<file path="src/rtl/arlt_pkg.sv">
package arlt_pkg;

    localparam int PHASE_BITS = 3;
    localparam int IDX_BITS   = 6;
    localparam int OUT_COUNT_BITS = 16;

    typedef enum logic [PHASE_BITS-1:0] {
        PH_NEW     = 3'd0,
        PH_ACTIVE  = 3'd1,
        PH_DEACT   = 3'd2,
        PH_DRAINED = 3'd3,
        PH_DONE    = 3'd4
    } phase_t;

    typedef enum logic [2:0] {
        ACT_INIT       = 3'd0,
        ACT_ACTIVATE   = 3'd1,
        ACT_DEACTIVATE = 3'd2,
        ACT_ACQUIRE    = 3'd3,
        ACT_RELEASE    = 3'd4,
        ACT_CLEANUP    = 3'd5,
        ACT_QUERY      = 3'd6
    } action_t;

    typedef enum logic [1:0] {
        WAKE_NONE = 2'd0,
        WAKE_ONE  = 2'd1,
        WAKE_ALL  = 2'd2
    } wake_t;

    // Status flags of one transaction, passed from update logic to the top level.
    typedef struct packed {
        logic  success;
        wake_t wake;
        logic  error;
    } flags_t;

endpackage

</file>
<file path="src/rtl/arlt_table_mem.sv">
// Object table: one write port, one read port, registered read data.
module arlt_table_mem #(
    parameter int DEPTH = 64,
    parameter int AW    = 6,
    parameter int W     = 20
) (
    input  logic          clk,
    input  logic          wr_en,
    input  logic [AW-1:0] wr_addr,
    input  logic [W-1:0]  wr_data,
    input  logic          rd_en,
    input  logic [AW-1:0] rd_addr,
    output logic [W-1:0]  rd_data
);

    logic [W-1:0] mem_reg [DEPTH];
    logic [W-1:0] rd_data_reg;

    always_ff @(posedge clk)
    begin
        if (wr_en)
        begin
            mem_reg[wr_addr] <= wr_data;
        end
    end

    always_ff @(posedge clk)
    begin
        if (rd_en)
        begin
            rd_data_reg <= mem_reg[rd_addr];
        end
    end

    assign rd_data = rd_data_reg;

endmodule

</file>
<file path="src/rtl/arlt_update.sv">
// Lifecycle update of one table entry for one action.
module arlt_update #(
    parameter int COUNT_BITS = 16
) (
    input  logic [2:0]                       action,
    input  logic                             in_range,
    input  logic [arlt_pkg::PHASE_BITS-1:0]  phase_in,
    input  logic                             was_active_in,
    input  logic [COUNT_BITS-1:0]            count_in,
    output logic [arlt_pkg::PHASE_BITS-1:0]  phase_out,
    output logic                             was_active_out,
    output logic [COUNT_BITS-1:0]            count_out,
    output arlt_pkg::flags_t                 flags
);

    logic count_zero;
    logic count_sat;

    assign count_zero = (count_in == '0);
    assign count_sat  = (count_in == '1);

    always_comb
    begin
        phase_out      = phase_in;
        was_active_out = was_active_in;
        count_out      = count_in;
        flags.success  = 1'b0;
        flags.wake     = arlt_pkg::WAKE_NONE;
        flags.error    = 1'b0;
        if (!in_range)
        begin
            phase_out   = arlt_pkg::PH_NEW;
            count_out   = '0;
            flags.error = 1'b1;
        end
        else
        begin
            unique case (action)
                arlt_pkg::ACT_INIT:
                begin
                    phase_out      = arlt_pkg::PH_NEW;
                    count_out      = '0;
                    was_active_out = 1'b0;
                    flags.success  = 1'b1;
                end
                arlt_pkg::ACT_ACTIVATE:
                begin
                    if (phase_in == arlt_pkg::PH_NEW)
                    begin
                        phase_out     = arlt_pkg::PH_ACTIVE;
                        count_out     = '0;
                        flags.success = 1'b1;
                    end
                end
                arlt_pkg::ACT_DEACTIVATE:
                begin
                    if (phase_in == arlt_pkg::PH_NEW)
                    begin
                        phase_out      = arlt_pkg::PH_DRAINED;
                        count_out      = '0;
                        was_active_out = 1'b0;
                        flags.success  = 1'b1;
                    end
                    else if (phase_in == arlt_pkg::PH_ACTIVE)
                    begin
                        was_active_out = 1'b1;
                        phase_out      = count_zero ? arlt_pkg::PH_DRAINED : arlt_pkg::PH_DEACT;
                        flags.success  = 1'b1;
                    end
                end
                arlt_pkg::ACT_ACQUIRE:
                begin
                    if (phase_in == arlt_pkg::PH_ACTIVE && !count_sat)
                    begin
                        count_out     = count_in + 1'b1;
                        flags.success = 1'b1;
                    end
                end
                arlt_pkg::ACT_RELEASE:
                begin
                    if (count_zero)
                    begin
                        flags.error = 1'b1;
                    end
                    else
                    begin
                        count_out = count_in - 1'b1;
                        // last reference of a deactivated object
                        if (phase_in == arlt_pkg::PH_DEACT && count_in == COUNT_BITS'(1))
                        begin
                            phase_out  = arlt_pkg::PH_DRAINED;
                            flags.wake = arlt_pkg::WAKE_ONE;
                        end
                    end
                end
                arlt_pkg::ACT_CLEANUP:
                begin
                    if (phase_in == arlt_pkg::PH_DRAINED)
                    begin
                        phase_out     = arlt_pkg::PH_DONE;
                        flags.success = 1'b1;
                        flags.wake    = arlt_pkg::WAKE_ALL;
                    end
                    else if (phase_in != arlt_pkg::PH_DONE)
                    begin
                        flags.error = 1'b1;
                    end
                end
                arlt_pkg::ACT_QUERY:
                begin
                end
                default:
                begin
                    flags.error = 1'b1;
                end
            endcase
        end
    end

endmodule

</file>
<file path="src/rtl/active_reference_lifecycle_tracker.sv">
// Channel | Direction | Handshake            | Payload
// --------+-----------+----------------------+-------------------------------------------
// in      | input     | in_valid / in_stall   | action, object_index
// out     | output    | out_valid / out_stall | success, phase, ref_count, wake, error
//
// One transaction per cycle sustained while out_stall is low; from acceptance to result each passes the
// table read, then update and write-back into the result register. The table has one write and one read port.
// After reset a clearing pass writes every entry, with in_stall high throughout.
// out_stall holds the result register; the update stage then holds and in_stall rises.
module active_reference_lifecycle_tracker #(
    parameter int NUM_OBJECTS = 64,
    parameter int COUNT_BITS  = 16
) (
    input  logic        clk,
    input  logic        rst_n,
    input  logic        in_valid,
    output logic        in_stall,
    input  logic [2:0]  action,
    input  logic [5:0]  object_index,
    output logic        out_valid,
    input  logic        out_stall,
    output logic        success,
    output logic [2:0]  phase,
    output logic [15:0] ref_count,
    output logic [1:0]  wake,
    output logic        error
);

    // Table address width, and a width that holds both the index port and an address.
    localparam int AW = (NUM_OBJECTS > 1) ? $clog2(NUM_OBJECTS) : 1;
    localparam int IW = (AW > arlt_pkg::IDX_BITS) ? AW : arlt_pkg::IDX_BITS;
    // Entry layout: {phase, was_active, count}.
    localparam int EW = arlt_pkg::PHASE_BITS + 1 + COUNT_BITS;
    // Width for taking the count to the 16-bit result port.
    localparam int RW = (COUNT_BITS > arlt_pkg::OUT_COUNT_BITS) ?
                        COUNT_BITS : arlt_pkg::OUT_COUNT_BITS;

    // Clearing pass after reset.
    logic          clr_active_reg;
    logic [AW-1:0] clr_addr_reg;

    // Update stage: item whose entry is being read.
    logic          s1_valid_reg;
    logic [2:0]    s1_action_reg;
    logic          s1_in_range_reg;
    logic [AW-1:0] s1_addr_reg;
    // Write that landed on the same entry at the read edge.
    logic          byp_hit_reg;
    logic [EW-1:0] byp_data_reg;

    // Result register.
    logic          out_valid_reg;
    logic          success_reg;
    logic [2:0]    phase_reg;
    logic [15:0]   ref_count_reg;
    logic [1:0]    wake_reg;
    logic          error_reg;

    logic          in_acc;
    logic          s1_adv;
    logic          in_range;
    logic [IW-1:0] idx_wide;
    logic [AW-1:0] addr;

    logic          wr_en;
    logic [AW-1:0] wr_addr;
    logic [EW-1:0] wr_data;
    logic [EW-1:0] rd_data;
    logic [EW-1:0] entry;

    logic [arlt_pkg::PHASE_BITS-1:0] phase_n;
    logic                            was_active_n;
    logic [COUNT_BITS-1:0]           count_n;
    arlt_pkg::flags_t                flags;
    logic [RW-1:0]                   count_wide;

    assign in_range = (32'(object_index) < 32'(NUM_OBJECTS));
    assign idx_wide = IW'(object_index);
    assign addr     = idx_wide[AW-1:0];

    // Result register frees when empty or being taken this cycle.
    assign s1_adv   = s1_valid_reg && (!out_valid_reg || !out_stall);
    assign in_stall = clr_active_reg || (s1_valid_reg && !s1_adv);
    assign in_acc   = in_valid && !in_stall;

    // Write port: clearing pass, else write-back of the update stage.
    assign wr_en   = clr_active_reg || (s1_adv && s1_in_range_reg);
    assign wr_addr = clr_active_reg ? clr_addr_reg : s1_addr_reg;
    assign wr_data = clr_active_reg ? '0 : {phase_n, was_active_n, count_n};

    arlt_table_mem #(
        .DEPTH (NUM_OBJECTS),
        .AW    (AW),
        .W     (EW)
    ) u_mem (
        .clk     (clk),
        .wr_en   (wr_en),
        .wr_addr (wr_addr),
        .wr_data (wr_data),
        .rd_en   (in_acc),
        .rd_addr (addr),
        .rd_data (rd_data)
    );

    // Forward the previous write when it hit the entry being read.
    assign entry = byp_hit_reg ? byp_data_reg : rd_data;

    arlt_update #(
        .COUNT_BITS (COUNT_BITS)
    ) u_update (
        .action         (s1_action_reg),
        .in_range       (s1_in_range_reg),
        .phase_in       (entry[EW-1 -: arlt_pkg::PHASE_BITS]),
        .was_active_in  (entry[COUNT_BITS]),
        .count_in       (entry[COUNT_BITS-1:0]),
        .phase_out      (phase_n),
        .was_active_out (was_active_n),
        .count_out      (count_n),
        .flags          (flags)
    );

    assign count_wide = RW'(count_n);

    // Control state.
    always_ff @(posedge clk or negedge rst_n)
    begin
        if (!rst_n)
        begin
            clr_active_reg <= 1'b1;
            clr_addr_reg   <= '0;
            s1_valid_reg   <= 1'b0;
            out_valid_reg  <= 1'b0;
        end
        else
        begin
            if (clr_active_reg)
            begin
                clr_addr_reg <= clr_addr_reg + 1'b1;
                if (clr_addr_reg == AW'(NUM_OBJECTS - 1))
                begin
                    clr_active_reg <= 1'b0;
                end
            end

            if (in_acc)
            begin
                s1_valid_reg <= 1'b1;
            end
            else if (s1_adv)
            begin
                s1_valid_reg <= 1'b0;
            end

            if (s1_adv)
            begin
                out_valid_reg <= 1'b1;
            end
            else if (!out_stall)
            begin
                out_valid_reg <= 1'b0;
            end
        end
    end

    // Payload.
    always_ff @(posedge clk)
    begin
        if (in_acc)
        begin
            s1_action_reg   <= action;
            s1_in_range_reg <= in_range;
            s1_addr_reg     <= addr;
            byp_hit_reg     <= wr_en && (wr_addr == addr);
            byp_data_reg    <= wr_data;
        end
        if (s1_adv)
        begin
            success_reg   <= flags.success;
            phase_reg     <= phase_n;
            ref_count_reg <= count_wide[arlt_pkg::OUT_COUNT_BITS-1:0];
            wake_reg      <= flags.wake;
            error_reg     <= flags.error;
        end
    end

    assign out_valid = out_valid_reg;
    assign success   = success_reg;
    assign phase     = phase_reg;
    assign ref_count = ref_count_reg;
    assign wake      = wake_reg;
    assign error     = error_reg;

endmodule

</file>
<file path="config.mk">
export PLATFORM = sky130hd
export DESIGN_NAME = active_reference_lifecycle_tracker
export DESIGN_NICKNAME = d
export VERILOG_FILES = /design/src/rtl/arlt_pkg.sv /design/src/rtl/arlt_table_mem.sv /design/src/rtl/arlt_update.sv /design/src/rtl/active_reference_lifecycle_tracker.sv
export SDC_FILE = /design/constraint.sdc
export NUM_CORES = 1
export LEC_CHECK = 0
export ABC_CLOCK_PERIOD_IN_PS = 13100
export CORE_MARGIN = 5
export CORE_UTILIZATION = 37
export DETAILED_ROUTE_END_ITERATION = 6
export DONT_BUFFER_PORTS = 1
export SYNTH_ARGS = -nofsm -noshare
export SYNTH_HDL_FRONTEND = slang
export SYNTH_HIERARCHICAL = 1
export SYNTH_SLANG_ARGS = --single-unit
</file>
<file path="constraint.sdc">
create_clock -name clk -period 13.1 [get_ports clk]
set_input_delay 1.31 -clock clk [delete_from_list [all_inputs] [get_ports clk]]
set_output_delay 1.31 -clock clk [all_outputs]
set_load 0.02 [all_outputs]
</file>
==> impl_metrics.json, run 1 <==
{
  "antenna_left": 0,
  "vias": 25400,
  "viasPerCell": 5.69,
  "endpoint_kind": "flip-flop",
  "yosysWarnings": 6,
  "hold_class": "in -> async",
  "clock_latency_ns": 0.73,
  "syn_area_per_cell_um2": 20.3,
  "syn_area_mm2": 0.0513,
  "core_region_area_mm2": 0.138,
  "leakage_uw": 0.0183,
  "gp_congestion": 0.889,
  "drtIter0Drc": 2788,
  "slew_headroom_pct": 16.8,
  "dieWidth_um": 382,
  "final_nets": 2581,
  "timing.fmax_mhz": 226,
  "core.rowCount": 136,
  "htreeDepth": 3,
  "clockPowerShare_pct": 39.6,
  "grt_pass1_vias": 25000,
  "cts_hold_buffers": 0,
  "switchingPower_uw": 1870,
  "cp.required_ns": 13.43,
  "cts_max_path_buffers": 3,
  "routed_wl_mm": 122,
  "multiInputGateArea_mm2": 0.0119,
  "initial_core_util_pct": 37.3,
  "regArea_mm2": 0.0389,
  "grt_pass1_wl_mm": 177,
  "synth_cells": 2527,
  "largest_reg_flops": 1216,
  "grt_setup_unrepaired": "false",
  "max-cap-violations": 0,
  "cts_resized": 0,
  "timing.final.max_slew_violations": 0,
  "dp_hpwl_mm": 68.2,
  "tns_ns": 0,
  "cp_max_fo": 29,
  "drive_above_1_share_pct": 23.9,
  "io_pins": 38,
  "seqPwrFrac_pct": 54.5,
  "critical_path_class": "reg -> reg",
  "worstMarginPinSlew_ns": 1.25,
  "die_h_um": 382,
  "path_clk_slew_ns": 0.06,
  "cts_buffers": 121,
  "ir_drop_v": 0.000108,
  "cts_tree": "built",
  "area_growth_pct": 12.0,
  "status": "finished clean",
  "die_area_mm2": 0.146,
  "cp-start-kind": "flip-flop",
  "drc": 0,
  "p_per_area_mw_per_mm2": 151,
  "grt_usage_pct": 16.4,
  "wl_per_cell_um": 27.3,
  "antenna_found_initial": 0,
  "fin_skew_ns": 0.0381,
  "timing.final.hold_violations": 0,
  "portBuffers": 0,
  "p_int_uw": 6780,
  "setup_viol": 0,
  "clock_sinks": 1296,
  "cts_root_buf": "clkbuf_16",
  "p_sw_share_pct": 21.6,
  "firstDrtPassIters": 5,
  "cp.arrival_ns": 4.76,
  "min_period_over_period_pct": 33.8,
  "overflow": 0,
  "fin_crit_ns": 4.43,
  "p_total_uw": 8650,
  "nFillCells": 11800,
  "comb_power_share_pct": 5.8,
  "grt_start_max_net_pins": 345,
  "cts_setup_buffers": 0
}
==> cell type report <==
| class | count | area share (%) |
|---|---|---|
| inverter | 8 | 0.0523 |
| tap | 1794 | 3.91 |
| multi-input combinational | 1067 | 20.7 |
| antenna | 3 | 0.0131 |
| sequential | 1296 | 67.6 |
| clock buffer | 140 | 5.47 |
| clock inverter | 90 | 1.30 |
| timing repair buffer | 70 | 0.914 |
==> metal layers <==
layer  part of all wire (%)  vias to the layer above  GRT usage (%)
met5                      0                        -              0
met4                    2.0                        0           3.46
met3                    8.3                      161           4.13
met2                     46                     1071           25.3
met1                     43                    13600           23.8
li1                       -                    10600              -
==> power by group through the flow <==
stage               Sequential [uW]  Combinational [uW]  Clock (uW)
floorplan                      4800                 357           0
global placement               4800                 483           0
detailed placement             4800                 501           0
CTS                            4720                 502        3510
global route                   4720                 533        3690
finish                         4720                 504        3430
==> final timing paths <==
path | startpoint | to | slack [ns] | cells past startpoint
min in group clk | clr_active_reg | clr_active_reg | 0.49 | 1
worst min register to register | clr_active_reg | clr_active_reg | 0.49 | 1
max in group asynchronous | rst_n | clr_active_reg | 12.65 | 0
worst max-delay path | clr_active_reg | u_mem/mem_reg[62][12] | 8.67 | 6
worst min-delay path | rst_n | clr_addr_reg[3] | 0.27 | 0
worst max register to register | clr_active_reg | u_mem/mem_reg[62][12] | 8.67 | 6
==> layout by cell type (no fill, tap or decap), types with 30 or more instances in the layout <==
master / count
a22oi_1: 60
o21ai_0: 47
a31oi_1: 42
nor2_2: 62
o22ai_1: 52
buf_4: 70
mux4_2: 252
clkinv_2: 30
mux2i_1: 174
nand2_1: 33
clkinv_1: 39
clkbuf_16: 123
edfxtp_1: 1287
==> metrics by stage <==
| step | hold WS, ns | utilization (%) | instances | setup WS [ns] | area, um^2 |
|---|---|---|---|---|---|
| final | 0.275 | 41.7 | 4468 | 8.67 | 57500 |
| after global routing | 0.214 | 41.7 | 4465 | 8.48 | 57500 |
| after CTS | 0.206 | 41.7 | 4465 | 8.76 | 57500 |
| after detailed placement | 0.486 | 38.9 | 4235 | 8.66 | 53600 |
| after global placement | 0.484 | 38.9 | 4235 | 8.72 | 53600 |
| after floorplan | 0.462 | - | 2530 | 8.45 | 51300 |
==> worst max-delay path, stage by stage, from the launching register on <==
cell and delay [ns]:
dfstp_2 0.57, buf_4 0.60, a21oi_1 0.33, inv_1 0.28
nor2b_1 0.34, nand3_1 0.70, nor2_2 1.19
(Power assumes the default switching activity.)
==> run 2, diff against run 1 <==
--- a/config.mk
+++ b/config.mk
@@ -5,7 +5,7 @@
 export SDC_FILE = /design/constraint.sdc
 export NUM_CORES = 1
 export LEC_CHECK = 0
-export ABC_CLOCK_PERIOD_IN_PS = 13100
+export ABC_CLOCK_PERIOD_IN_PS = 3550
 export CORE_MARGIN = 5
 export CORE_UTILIZATION = 37
 export DETAILED_ROUTE_END_ITERATION = 6
==> constraint.sdc (replaced) <==
create_clock -name clk -period 3.55 [get_ports clk]
set_input_delay 0.355 -clock clk [delete_from_list [all_inputs] [get_ports clk]]
set_output_delay 0.355 -clock clk [all_outputs]
set_load 0.02 [all_outputs]
==> impl_metrics.json, run 2 (synthesis gave the netlist of run 1 again) <==
{
  "cts_buffers": 135,
  "hold_class": "in -> reg",
  "cts_max_path_buffers": 3,
  "core.rowCount": 136,
  "timing.fmax_mhz": 291,
  "overflow": 0,
  "cp_cell_sequence": "buf_4, mux2_2, nand3_1, nor4_4, buf_4, a2bb2oi_2, o2111ai_1, and3_1, nor2b_4, buf_12",
  "gp_congestion": 0.842,
  "dieWidth_um": 382,
  "antenna_found_initial": 10,
  "grt_setup_unrepaired": "false",
  "final_cell_mix": "edfxtp_1, mux4_2, mux2i_1",
  "viasPerCell": 5.80,
  "critical_path_class": "reg -> reg",
  "grt_pass1_vias": 26600,
  "place_inst": 4346,
  "clockPowerShare_pct": 41.0,
  "status": "finished clean",
  "ir_drop_v": 0.000512,
  "routed_wl_mm": 139,
  "grt_start_max_net_pins": 345,
  "nFillCells": 11600,
  "comb_power_share_pct": 6.3,
  "rr_startpoint": "byp_hit_reg",
  "initial_core_util_pct": 37.3,
  "die_area_mm2": 0.146,
  "worstMarginPinSlew_ns": 1.02,
  "io_pins": 38,
  "r2r-end": "u_mem/mem_reg[3][3]",
  "path_clk_slew_ns": 0.06,
  "crit_slowest_cell": "nor2b_4",
  "hold_path_depth": 2,
  "min_period_over_period_pct": 96.9,
  "r2r_slack_ns": 0.11,
  "firstDrtPassIters": 5,
  "cp_common_cell": "buf_4",
  "leakage_uw": 0.0191,
  "p_int_uw": 25900,
  "critPathMaxStageDelay_ns": 0.67,
  "cts_tree": "built",
  "final_nets": 2723,
  "seqPwrFrac_pct": 52.7,
  "dp_hpwl_mm": 77.1,
  "r2r_cells": 10,
  "min_from": "object_index[5]",
  "antenna_left": 0,
  "fin_cells": 4604,
  "crit_family": "simple AND/OR/NAND/NOR gates",
  "drive_above_1_share_pct": 27.3,
  "crit_buf_inv": 3,
  "setup_viol": 0,
  "max-cap-violations": 0,
  "fin_crit_ns": 3.44,
  "cts_root_buf": "clkbuf_16",
  "endpoint_kind": "flip-flop",
  "fin_skew_ns": 0.0310,
  "cp-start-kind": "flip-flop",
  "clock_latency_ns": 0.77,
  "p_sw_share_pct": 21.5,
  "p_per_area_mw_per_mm2": 558,
  "slew_headroom_pct": 31.9,
  "wl_per_cell_um": 30.2,
  "drtIter0Drc": 2903,
  "switchingPower_uw": 7100,
  "portBuffers": 0,
  "largest_reg_flops": 1216,
  "timing.final.hold_violations": 0,
  "cp_max_fo": 40,
  "cp.arrival_ns": 4.03,
  "hold_end": "u_mem/rd_data[4]",
  "clock_sinks": 1296,
  "final_util_pct": 42.9,
  "timing.final.max_slew_violations": 0,
  "mostFrequentLayoutCell": "edfxtp_1",
  "tns_ns": 0,
  "die_h_um": 382,
  "vias": 26700,
  "p_total_uw": 33000,
  "drc": 0,
  "grt_usage_pct": 18.9,
  "core_region_area_mm2": 0.138,
  "cp.required_ns": 4.14,
  "area_growth_pct": 15.2,
  "htreeDepth": 4,
  "grt_pass1_wl_mm": 198
}
## run 2: cell count changes in the layout (fill, tap and decap cells not counted), sizes merged
cell         previous run  this run
dlygate4sd3             0        12
bufinv                 11         9
buf                    70       185
clkbuf                140       175
clkinvlp                4         1
inv                    10        11
clkinv                 73        50
nor2b                  29        30
## run 2: stage by stage
stage	setup slack (ns)	area, um^2	hold WS [ns]
after CTS	0.0742	59000	0.00697
after global placement	0.0920	54700	0.0596
after global routing	0.00591	59100	0.0547
after floorplan	0.141	51400	0.0594
final	0.110	59100	0.0628
after detailed placement	0.0249	54700	0.0596
## run 2: how the worst max path moves through the flow
stage                      startpoint                    end  cells after the start
after CTS                 byp_hit_reg    u_mem/mem_reg[5][3]                      9
after global routing      byp_hit_reg    u_mem/mem_reg[5][3]                     10
final                     byp_hit_reg    u_mem/mem_reg[3][3]                     10
after detailed placement  byp_hit_reg  u_mem/mem_reg[53][13]                      9
after floorplan           byp_hit_reg        byp_data_reg[5]                     11
after global placement    byp_hit_reg  u_mem/mem_reg[52][13]                      9
## run 2: final cells by class
cell class	instances	area (um^2)	area share (%)
antenna	3	7.51	0.0127
tap	1794	2240	3.80
timing repair buffer	197	1820	3.08
multi-input combinational	1068	11900	20.2
sequential	1296	38900	65.8
inverter	8	30.0	0.0508
clock inverter	63	603	1.02
clock buffer	175	3590	6.08
## run 2: worst register-to-register path: cells and delay by family, from the launching register on
family | cells | cell delay, ns
compound gates | 2 | 0.16
simple gates | 4 | 1.53
buf+inv | 3 | 0.71
flops | 1 | 0.41
mux | 1 | 0.43
## run 2: timing repair
| action | in CTS | in global routing |
|---|---|---|
| gates resized for setup | 2 | 3 |
| cloned | 1 | 0 |
| setup buffers | 0 | 4 |
| pin swaps | 0 | 1 |
| hold buffers | 12 | 0 |
| endpoints found under the setup margin | 15 | 113 |
| hold endpoints to repair | 27 | 0 |
## run 2: power by group through the flow
stage	Sequential [uW]	Combinational, uW	Clock, uW
finish	17400	2060	13500
global route	17400	2180	14500
CTS	17400	2040	13800
detailed placement	17700	2010	0
global placement	17700	1950	0
floorplan	17700	1340	0
## run 2: layer usage
metal	vias to the layer above	share of wire, %	track usage (%)
met5	-	0.019	0
li1	10900	-	-
met1	14400	42	26.3
met3	224	8.5	4.30
met2	1207	46	29.6
met4	4	3.4	6.52
